--- src/design/dns_name_label_encoder_defines.svh ---
// ----------------------------------------------------------------------------
// dns_name_label_encoder_defines
// Assertion macros for the DNS name label encoder, empty under synthesis.
// ----------------------------------------------------------------------------
`ifndef DNS_NAME_LABEL_ENCODER_DEFINES_SVH
`define DNS_NAME_LABEL_ENCODER_DEFINES_SVH

`ifndef SYNTHESIS
// same-cycle implication
`define DNLE_ASSERT_IMP(lbl, clk, rst_n, ante, cons) \
  lbl: assert property (@(posedge clk) disable iff (!rst_n) (ante) |-> (cons)) \
    else $error("dnle assertion failed");
// next-cycle implication
`define DNLE_ASSERT_NXT(lbl, clk, rst_n, ante, cons) \
  lbl: assert property (@(posedge clk) disable iff (!rst_n) (ante) |=> (cons)) \
    else $error("dnle assertion failed");
`else
`define DNLE_ASSERT_IMP(lbl, clk, rst_n, ante, cons)
`define DNLE_ASSERT_NXT(lbl, clk, rst_n, ante, cons)
`endif

`endif

--- src/design/dnle_pkg.sv ---
// ----------------------------------------------------------------------------
// dnle_pkg
// Shared types and constants of the DNS name label encoder.
// ----------------------------------------------------------------------------
package dnle_pkg;

  // label separator
  localparam logic [7:0] DOT_CHAR = 8'h2E;

  // flags of one command from the front end to the back end
  typedef struct packed {
    logic has_label;  // emit a length byte and the held characters
    logic term;       // emit the zero root byte afterwards
    logic too_long;   // label was truncated
    logic bank;       // label buffer bank holding the characters
  } cmd_flags_t;

  // back end hands a label buffer bank back to the front end
  typedef struct packed {
    logic valid;
    logic bank;
  } bank_release_t;

  // back end sequencer
  typedef enum logic [1:0] {
    BK_IDLE,
    BK_LEN,
    BK_CHAR,
    BK_TERM
  } back_state_t;

endpackage

--- src/design/dnle_front.sv ---
// ----------------------------------------------------------------------------
// dnle_front
// Accepts name characters, writes them into the label buffer and issues
// label and terminator commands to the back end.
// ----------------------------------------------------------------------------
module dnle_front import dnle_pkg::*; #(
  parameter int LABEL_MAX = 62,
  parameter int LEN_W     = 6,
  parameter int IDX_W     = 6
) (
  input  logic                 clk,
  input  logic                 rst_n,
  input  logic                 in_tvalid,
  output logic                 in_tready,
  input  logic [7:0]           in_tdata,
  input  logic                 in_tlast,
  input  logic                 fifo_full,
  output logic                 push_valid,
  output cmd_flags_t           push_flags,
  output logic [LEN_W-1:0]     push_len,
  output logic                 wr_en,
  output logic [IDX_W:0]       wr_addr,
  output logic [7:0]           wr_data,
  input  bank_release_t        release_bank
);

  logic [LEN_W-1:0] len_r, len_nxt;
  logic             ovf_r, ovf_nxt;
  logic             wbank_r, wbank_nxt;
  logic [1:0]       busy_r, busy_nxt;
  logic             accept;
  logic             is_dot;
  logic             room;

  assign accept    = in_tvalid && in_tready;
  assign is_dot    = (in_tdata == DOT_CHAR);
  assign room      = (len_r < LEN_W'(LABEL_MAX));
  assign in_tready = !fifo_full && !busy_r[wbank_r];
  assign wr_addr   = {wbank_r, len_r[IDX_W-1:0]};
  assign wr_data   = in_tdata;

  // classify the word and build the command
  always_comb begin
    logic [LEN_W-1:0] len_upd;
    logic             ovf_upd;
    len_upd    = len_r;
    ovf_upd    = ovf_r;
    len_nxt    = len_r;
    ovf_nxt    = ovf_r;
    wbank_nxt  = wbank_r;
    push_valid = 1'b0;
    push_flags = '0;
    push_len   = len_r;
    wr_en      = 1'b0;
    if (accept) begin
      if (is_dot) begin
        if (!in_tlast || len_r != '0) begin
          push_valid          = 1'b1;
          push_flags.has_label = 1'b1;
          push_flags.term     = in_tlast;
          push_flags.too_long = ovf_r;
          push_flags.bank     = wbank_r;
          push_len            = len_r;
          wbank_nxt           = ~wbank_r;
          len_nxt             = '0;
          ovf_nxt             = 1'b0;
        end else begin
          // lone dot, or a last dot after an empty label: terminator only
          push_valid      = 1'b1;
          push_flags.term = 1'b1;
        end
      end else begin
        if (room) begin
          wr_en   = 1'b1;
          len_upd = len_r + LEN_W'(1);
        end else begin
          ovf_upd = 1'b1;
        end
        if (in_tlast) begin
          push_valid           = 1'b1;
          push_flags.has_label = 1'b1;
          push_flags.term      = 1'b1;
          push_flags.too_long  = ovf_upd;
          push_flags.bank      = wbank_r;
          push_len             = len_upd;
          wbank_nxt            = ~wbank_r;
          len_nxt              = '0;
          ovf_nxt              = 1'b0;
        end else begin
          len_nxt = len_upd;
          ovf_nxt = ovf_upd;
        end
      end
    end
  end

  // bank ownership: set on a label command, cleared when the back end is done
  always_comb begin
    busy_nxt = busy_r;
    if (release_bank.valid) begin
      busy_nxt[release_bank.bank] = 1'b0;
    end
    if (push_valid && push_flags.has_label) begin
      busy_nxt[wbank_r] = 1'b1;
    end
  end

  always_ff @(posedge clk) begin
    if (!rst_n) begin
      len_r   <= '0;
      ovf_r   <= 1'b0;
      wbank_r <= 1'b0;
      busy_r  <= '0;
    end else begin
      len_r   <= len_nxt;
      ovf_r   <= ovf_nxt;
      wbank_r <= wbank_nxt;
      busy_r  <= busy_nxt;
    end
  end

endmodule

--- src/design/dnle_cmd_fifo.sv ---
// ----------------------------------------------------------------------------
// dnle_cmd_fifo
// Two-entry command queue between the front end and the back end.
// ----------------------------------------------------------------------------
module dnle_cmd_fifo import dnle_pkg::*; #(
  parameter int LEN_W = 6
) (
  input  logic             clk,
  input  logic             rst_n,
  input  logic             push_valid,
  input  cmd_flags_t       push_flags,
  input  logic [LEN_W-1:0] push_len,
  output logic             full,
  output logic             pop_valid,
  output cmd_flags_t       pop_flags,
  output logic [LEN_W-1:0] pop_len,
  input  logic             pop
);

  cmd_flags_t       flags_q [2];
  logic [LEN_W-1:0] len_q [2];
  logic             wptr_r, rptr_r;
  logic [1:0]       cnt_r;
  logic             do_push, do_pop;

  assign full      = (cnt_r == 2'd2);
  assign pop_valid = (cnt_r != 2'd0);
  assign pop_flags = flags_q[rptr_r];
  assign pop_len   = len_q[rptr_r];
  assign do_push   = push_valid && !full;
  assign do_pop    = pop && pop_valid;

  // entry storage
  always_ff @(posedge clk) begin
    if (do_push) begin
      flags_q[wptr_r] <= push_flags;
      len_q[wptr_r]   <= push_len;
    end
  end

  // pointers and fill count
  always_ff @(posedge clk) begin
    if (!rst_n) begin
      wptr_r <= 1'b0;
      rptr_r <= 1'b0;
      cnt_r  <= 2'd0;
    end else begin
      if (do_push) begin
        wptr_r <= ~wptr_r;
      end
      if (do_pop) begin
        rptr_r <= ~rptr_r;
      end
      cnt_r <= cnt_r + {1'b0, do_push} - {1'b0, do_pop};
    end
  end

endmodule

--- src/design/dnle_back.sv ---
// ----------------------------------------------------------------------------
// dnle_back
// Holds the two-bank label buffer and plays commands out as wire bytes
// through a registered output stage.
// ----------------------------------------------------------------------------
module dnle_back import dnle_pkg::*; #(
  parameter int LEN_W     = 6,
  parameter int IDX_W     = 6
) (
  input  logic             clk,
  input  logic             rst_n,
  input  logic             cmd_valid,
  input  cmd_flags_t       cmd_flags,
  input  logic [LEN_W-1:0] cmd_len,
  output logic             cmd_pop,
  input  logic             wr_en,
  input  logic [IDX_W:0]   wr_addr,
  input  logic [7:0]       wr_data,
  output bank_release_t    release_bank,
  output logic             out_tvalid,
  input  logic             out_tready,
  output logic [7:0]       out_tdata,   // wire_byte
  output logic             out_tlast,
  output logic [1:0]       out_tuser    // [0] name_end, [1] label_too_long
);

  localparam int MEM_DEPTH = 2 ** (IDX_W + 1);

  logic [7:0]       mem [MEM_DEPTH];
  logic [7:0]       rd_data_r;
  logic [IDX_W-1:0] rd_idx;

  back_state_t      state_r, state_nxt;
  cmd_flags_t       cur_flags_r, cur_flags_nxt;
  logic [LEN_W-1:0] cur_len_r, cur_len_nxt;
  logic [IDX_W-1:0] idx_r, idx_nxt;
  logic             out_valid_r, out_valid_nxt;
  logic [7:0]       out_data_r, out_data_nxt;
  logic             out_last_r, out_last_nxt;
  logic [1:0]       out_user_r, out_user_nxt;
  logic             load;

  assign load       = !out_valid_r || out_tready;
  assign out_tvalid = out_valid_r;
  assign out_tdata  = out_data_r;
  assign out_tlast  = out_last_r;
  assign out_tuser  = out_user_r;

  // label buffer, registered read
  always_ff @(posedge clk) begin
    if (wr_en) begin
      mem[wr_addr] <= wr_data;
    end
    rd_data_r <= mem[{cur_flags_r.bank, rd_idx}];
  end

  // sequencer and output stage
  always_comb begin
    state_nxt     = state_r;
    cur_flags_nxt = cur_flags_r;
    cur_len_nxt   = cur_len_r;
    idx_nxt       = idx_r;
    cmd_pop       = 1'b0;
    release_bank  = '0;
    rd_idx        = '0;
    out_valid_nxt = out_valid_r && !out_tready;
    out_data_nxt  = out_data_r;
    out_last_nxt  = out_last_r;
    out_user_nxt  = out_user_r;
    case (state_r)
      BK_IDLE: begin
        if (cmd_valid) begin
          cmd_pop       = 1'b1;
          cur_flags_nxt = cmd_flags;
          cur_len_nxt   = cmd_len;
          state_nxt     = cmd_flags.has_label ? BK_LEN : BK_TERM;
        end
      end
      BK_LEN: begin
        // first character is fetched while the length byte goes out
        if (load) begin
          out_valid_nxt = 1'b1;
          out_data_nxt  = 8'(cur_len_r);
          out_user_nxt  = {cur_flags_r.too_long, 1'b0};
          if (cur_len_r != '0) begin
            out_last_nxt = 1'b0;
            idx_nxt      = '0;
            state_nxt    = BK_CHAR;
          end else begin
            release_bank.valid = 1'b1;
            release_bank.bank  = cur_flags_r.bank;
            out_last_nxt       = !cur_flags_r.term;
            state_nxt          = cur_flags_r.term ? BK_TERM : BK_IDLE;
          end
        end
      end
      BK_CHAR: begin
        rd_idx = idx_r;
        if (load) begin
          out_valid_nxt = 1'b1;
          out_data_nxt  = rd_data_r;
          out_user_nxt  = 2'b00;
          if (LEN_W'(idx_r) + LEN_W'(1) == cur_len_r) begin
            release_bank.valid = 1'b1;
            release_bank.bank  = cur_flags_r.bank;
            out_last_nxt       = !cur_flags_r.term;
            state_nxt          = cur_flags_r.term ? BK_TERM : BK_IDLE;
          end else begin
            out_last_nxt = 1'b0;
            idx_nxt      = idx_r + IDX_W'(1);
            rd_idx       = idx_nxt;
          end
        end
      end
      BK_TERM: begin
        if (load) begin
          out_valid_nxt = 1'b1;
          out_data_nxt  = 8'h00;
          out_last_nxt  = 1'b1;
          out_user_nxt  = 2'b01;
          state_nxt     = BK_IDLE;
        end
      end
      default: begin
        state_nxt = BK_IDLE;
      end
    endcase
  end

  always_ff @(posedge clk) begin
    if (!rst_n) begin
      state_r     <= BK_IDLE;
      out_valid_r <= 1'b0;
    end else begin
      state_r     <= state_nxt;
      out_valid_r <= out_valid_nxt;
    end
  end

  always_ff @(posedge clk) begin
    cur_flags_r <= cur_flags_nxt;
    cur_len_r   <= cur_len_nxt;
    idx_r       <= idx_nxt;
    out_data_r  <= out_data_nxt;
    out_last_r  <= out_last_nxt;
    out_user_r  <= out_user_nxt;
  end

endmodule

--- src/design/dns_name_label_encoder.sv ---
// ----------------------------------------------------------------------------
// dns_name_label_encoder
// Dotted domain name in, DNS wire-format labels out.
// ----------------------------------------------------------------------------
// Characters of a name arrive one per word and are held in a two-bank label
// buffer; a dot or the last word of a name (tlast) queues a command, and the
// back end sends the length byte, the held characters and, at the end of the
// name, the zero root byte. Input runs at one character per cycle while the
// front end can fill the free bank; output runs at one byte per cycle while
// out_tready is high, plus a pass through the idle state per command for the
// back end to fetch it from the two-entry queue. Input stalls only when the
// bank being filled is still being played out or the queue is full.
// Characters beyond LABEL_MAX in a label are dropped and the length byte
// carries label_too_long.
module dns_name_label_encoder import dnle_pkg::*; #(
  parameter int LABEL_MAX = 62
) (
  input  logic       clk,
  input  logic       rst_n,
  input  logic       in_tvalid,
  output logic       in_tready,
  input  logic [7:0] in_tdata,   // character
  input  logic       in_tlast,
  output logic       out_tvalid,
  input  logic       out_tready,
  output logic [7:0] out_tdata,  // wire_byte
  output logic       out_tlast,
  output logic [1:0] out_tuser   // [0] name_end, [1] label_too_long
);

`include "dns_name_label_encoder_defines.svh"

  localparam int LEN_W = $clog2(LABEL_MAX + 1);
  localparam int IDX_W = (LABEL_MAX > 1) ? $clog2(LABEL_MAX) : 1;

  logic             fifo_full;
  logic             push_valid;
  cmd_flags_t       push_flags;
  logic [LEN_W-1:0] push_len;
  logic             cmd_valid;
  cmd_flags_t       cmd_flags;
  logic [LEN_W-1:0] cmd_len;
  logic             cmd_pop;
  logic             wr_en;
  logic [IDX_W:0]   wr_addr;
  logic [7:0]       wr_data;
  bank_release_t    release_bank;

  // front end
  dnle_front #(
    .LABEL_MAX (LABEL_MAX),
    .LEN_W     (LEN_W),
    .IDX_W     (IDX_W)
  ) u_front (
    .clk          (clk),
    .rst_n        (rst_n),
    .in_tvalid    (in_tvalid),
    .in_tready    (in_tready),
    .in_tdata     (in_tdata),
    .in_tlast     (in_tlast),
    .fifo_full    (fifo_full),
    .push_valid   (push_valid),
    .push_flags   (push_flags),
    .push_len     (push_len),
    .wr_en        (wr_en),
    .wr_addr      (wr_addr),
    .wr_data      (wr_data),
    .release_bank (release_bank)
  );

  // command queue
  dnle_cmd_fifo #(
    .LEN_W (LEN_W)
  ) u_fifo (
    .clk        (clk),
    .rst_n      (rst_n),
    .push_valid (push_valid),
    .push_flags (push_flags),
    .push_len   (push_len),
    .full       (fifo_full),
    .pop_valid  (cmd_valid),
    .pop_flags  (cmd_flags),
    .pop_len    (cmd_len),
    .pop        (cmd_pop)
  );

  // back end
  dnle_back #(
    .LEN_W     (LEN_W),
    .IDX_W     (IDX_W)
  ) u_back (
    .clk          (clk),
    .rst_n        (rst_n),
    .cmd_valid    (cmd_valid),
    .cmd_flags    (cmd_flags),
    .cmd_len      (cmd_len),
    .cmd_pop      (cmd_pop),
    .wr_en        (wr_en),
    .wr_addr      (wr_addr),
    .wr_data      (wr_data),
    .release_bank (release_bank),
    .out_tvalid   (out_tvalid),
    .out_tready   (out_tready),
    .out_tdata    (out_tdata),
    .out_tlast    (out_tlast),
    .out_tuser    (out_tuser)
  );

  // root byte is zero and closes its run
  `DNLE_ASSERT_IMP(a_root_byte, clk, rst_n, out_tvalid && out_tuser[0], out_tdata == 8'h00 && out_tlast)
  // a truncated label reports the full limit as its length
  `DNLE_ASSERT_IMP(a_trunc_len, clk, rst_n, out_tvalid && out_tuser[1], out_tdata == 8'(LABEL_MAX))
  // the last word of a name always leaves a command queued
  `DNLE_ASSERT_NXT(a_last_queued, clk, rst_n, in_tvalid && in_tready && in_tlast, cmd_valid)

endmodule
--- config.mk ---
export PLATFORM = sky130hd
export DESIGN_NAME = dns_name_label_encoder
export DESIGN_NICKNAME = d
export VERILOG_FILES = /design/src/design/dnle_pkg.sv /design/src/design/dnle_front.sv /design/src/design/dnle_cmd_fifo.sv /design/src/design/dnle_back.sv /design/src/design/dns_name_label_encoder.sv
export VERILOG_INCLUDE_DIRS = /design/src /design/src/design
export SDC_FILE = /design/constraint.sdc
export NUM_CORES = 2
export LEC_CHECK = 0
export BUFFER_PORTS_ARGS = -buffer_cell sky130_fd_sc_hd__clkbuf_2
export CORE_MARGIN = 2
export CORE_UTILIZATION = 30
export DETAILED_ROUTE_END_ITERATION = 8
export PLACE_DENSITY_LB_ADDON = 0.05
export SETUP_SLACK_MARGIN = 0.5
export SYNTH_ARGS = -nofsm -noshare
export SYNTH_HDL_FRONTEND = slang
export SYNTH_SLANG_ARGS = --single-unit
--- constraint.sdc ---
create_clock -name clk -period 5.9 [get_ports clk]
set_input_delay 0.59 -clock clk [delete_from_list [all_inputs] [get_ports clk]]
set_output_delay 0.59 -clock clk [all_outputs]
set_load 0.02 [all_outputs]
==> results.yml <==
sta:
  finClkSkew_ns: 0.0227
  rsz0062_at_grt: "false"
  final.setup.tns_ns: 0
  fmax_mhz: 186
  worst_pin_slew_ns: 1.30
  setup_ws_ns: 0.538
  drv_slew: 0
  final_hold_viol_count: 0
  finalSetupViolCount: 0
  fin_crit_sh: 0.909
  relSlewSlack: 0.128
  min_period_ns: 5.36
final_layout:
  nNetsFinal: 3078
  drive_gt1_frac: 0.110
  area_growth_pct: 15.4
min_path:
  hp-class: "input port to flip-flop"
clock_network:
  cts_tree: "yes"
  hold_buffers: 0
  clock_path_buffers: 3
  cts.htree.levels: 4
  root_buffer: "clkbuf_16"
  path_clk_slew_ns: 0.06
  cts.sinks: 1096
  clock_latency_ns: 0.76
  numCtsBuffers: 132
die:
  io_pins: 26
  core_sq_um: 147000
  die_h_microns: 389
  dieArea_sq_um: 151000
  start_util: 0.301
  die_w_microns: 389
  row_count: 141
global_routing:
  first_global_vias: 27000
  grt-ovfl-total: 0
  grt_pass1_wl_microns: 205000
  antenna_found_initial: 6
  grt_max_degree: 104
  grtUsageTotal: 0.189
detailed_routing:
  wl_per_cell_microns: 28.3
  wl_microns: 144000
  routed-via-count: 26700
  ant_nets: 0
  drc: 0
  routed_via_density: 5.25
  drt_iter0_markers: 2067
  drtPass1Iterations: 5
power_and_ir_drop:
  ir_drop_mv: 0.357
  power.internal_mw: 15.1
  power_frac_comb: 0.251
  p_sw_mw: 7.26
  p_clk_frac: 0.350
  power_frac_seq: 0.399
  switching_share: 0.324
  p_per_area_nw_per_um2: 436
  p_leak_nw: 17.2
critical_path:
  critPathArrivalTime_ns: 6.03
  path_max_fanout: 65
  start_kind: "flip-flop"
  end_kind: "flip-flop"
  worstPathRequired_ns: 6.57
  critPathKind: "flip-flop to flip-flop"
yosys:
  synth_area_sq_um: 44500
  synth-edff-count: 1070
  async_flop_share: 0
  yosysWarnings: 0
  syn_avg_cell_area_sq_um: 14.9
  ys_seq_elements: 1096
  synthDistinctLibCells: 71
  ys_dominant_reg_cell: "edfxtp_1"
  synth_top_cell_by_area: "edfxtp_1"
  syn-instance-count: 2990
  synth.area.top_cells: "edfxtp_1 (72%), mux2i_1 (4.4%), nand2_1 (2.6%)"
  yosysTopAreaCellShare: 0.723
  seq_area_frac_synth: 0.734
placed_design:
  port_buffers: 25
  gp_congestion: 0.817
  dpl.hpwl_microns: 88300
  dp_worst_setup_slack_ns: 0.663
status:
  status: "complete, no violations"
run:
  max-cap-violations: 0
[worst paths after layout]
kind / start / endpoint / slack, ns / depth (start not counted)
worst max-delay path: u_back.idx_r[1] / u_back.rd_data_r[3] / 0.54 / 14
worst min-delay path: in_tdata[5] / u_back.mem[114][5] / 0.19 / 1
worst max register to register: u_back.idx_r[1] / u_back.rd_data_r[3] / 0.54 / 14
worst min register to register: u_front.busy_r[0] / u_front.busy_r[0] / 0.50 / 2
[logic make-up after synthesis]
kind of cell	after synthesis	share of synthesized area
and+or+nand+nor	765	0.0789
adders and majority gates	10	0.00281
other	1	0.0000844
DFF	1096	0.734
AOI/OAI and AO/OA	646	0.101
xor gates and xnor gates	15	0.00312
buffers and inverters	229	0.0223
muxes	228	0.0573
[placed cells by master (no fill, tap or decap), drive strengths merged, types with 16 or more instances in the layout]
master / synthesis / routed
o211ai: 20 / 20
clkinv: 0 / 50
mux2i: 199 / 199
o21ai: 44 / 44
a21oi: 227 / 227
and3: 72 / 72
a221o: 36 / 36
nand2: 311 / 311
o21a: 16 / 16
nor2: 159 / 159
a22o: 17 / 17
buf: 102 / 98
nand3: 44 / 44
conb: 1 / 32
dfxtp: 26 / 26
inv: 14 / 20
nor4: 24 / 24
nor3: 88 / 88
a211oi: 65 / 65
clkbuf: 113 / 186
a22oi: 30 / 30
mux4: 19 / 19
edfxtp: 1070 / 1070
a221oi: 80 / 80
a311oi: 44 / 44
[flip-flops by register name, summed over array words and instances (netlist names), 3 cells and up, named ones only]
signal              cells
u_back.cur_flags_r      3
u_back.cur_len_r        6
u_back.idx_r            6
u_back.mem           1024
u_back.out_tdata        8
u_back.rd_data_r        8
u_fifo.flags_q          8
u_fifo.len_q           12
u_front.len_r           6
[worst max-delay path, cell delays in order, from the launching register on]
cell       delay, ns
edfxtp_1        0.42
ha_1            0.27
xnor2_1         0.23
xnor2_1         0.17
nor4_4          0.51
a21oi_2         0.20
xor2_4          0.26
nand2_8         0.22
inv_8           0.44
buf_4           0.49
a211oi_1        0.15
o21a_1          0.21
a2111oi_0       0.99
a22oi_1         0.40
o211ai_1        0.20
[area by class of cell]
type / instances / area [sq um]
Antenna cell: 1 / 2.50
Clock buffer: 169 / 3560
Clock inverter: 67 / 587
Fill cell: 14100 / 96200
Inverter: 14 / 67.6
Multi-Input combinational cell: 1696 / 11000
Sequential cell: 1096 / 32700
Tap cell: 1930 / 2410
Timing Repair Buffer: 115 / 1010
[cells in the mapped netlist (20+ instances only)]
cell         n
o211ai_1    20
buf_2       83
a221oi_1    80
clkbuf_1   113
nor4_1      23
nand2_1    310
a21oi_1    226
mux2i_1    197
edfxtp_1  1070
a221o_1     36
nor3_1      86
o21ai_0     42
and3_1      72
a311oi_1    44
dfxtp_1     26
a211oi_1    65
nand3_1     44
nor2_1     159
a22oi_1     30
[power by group through the flow]
stage	clock (mW)	sequential [mW]	combinational [mW]
global placement	0	9.09	5.69
floorplan	0	9.05	3.39
CTS	8.03	8.93	5.72
detailed placement	0	9.09	5.70
global route	8.35	8.95	6.04
finish	7.83	8.93	5.63
[layer usage]
metal,global-route usage,share of wire,vias to the layer above
li1,-,-,11900
met1,0.258,0.46,14000
met2,0.310,0.47,676
met3,0.0280,0.041,194
met4,0.0592,0.029,2
met5,0,0.000069,-
[timing repair]
action | 4_1_cts | 5_1_grt
resized for setup | 0 | 1
setup buffers | 0 | 0
setup endpoints to repair | 0 | 1
[through the flow]
step | cell area, sq um | power (mW) | util | cells | hold WS [ns]
5_1_grt | 51300 | 23.3 | 0.348 | 5087 | 0.138
2_1_floorplan | 44600 | 12.4 | - | 3021 | 0.452
4_1_cts | 51300 | 22.7 | 0.348 | 5087 | 0.145
6_report | 51300 | 22.4 | 0.348 | 5088 | 0.194
3_3_place_gp | 47200 | 14.8 | 0.320 | 4851 | 0.480
3_5_place_dp | 47200 | 14.8 | 0.320 | 4851 | 0.494
(Power assumes the default switching activity.)
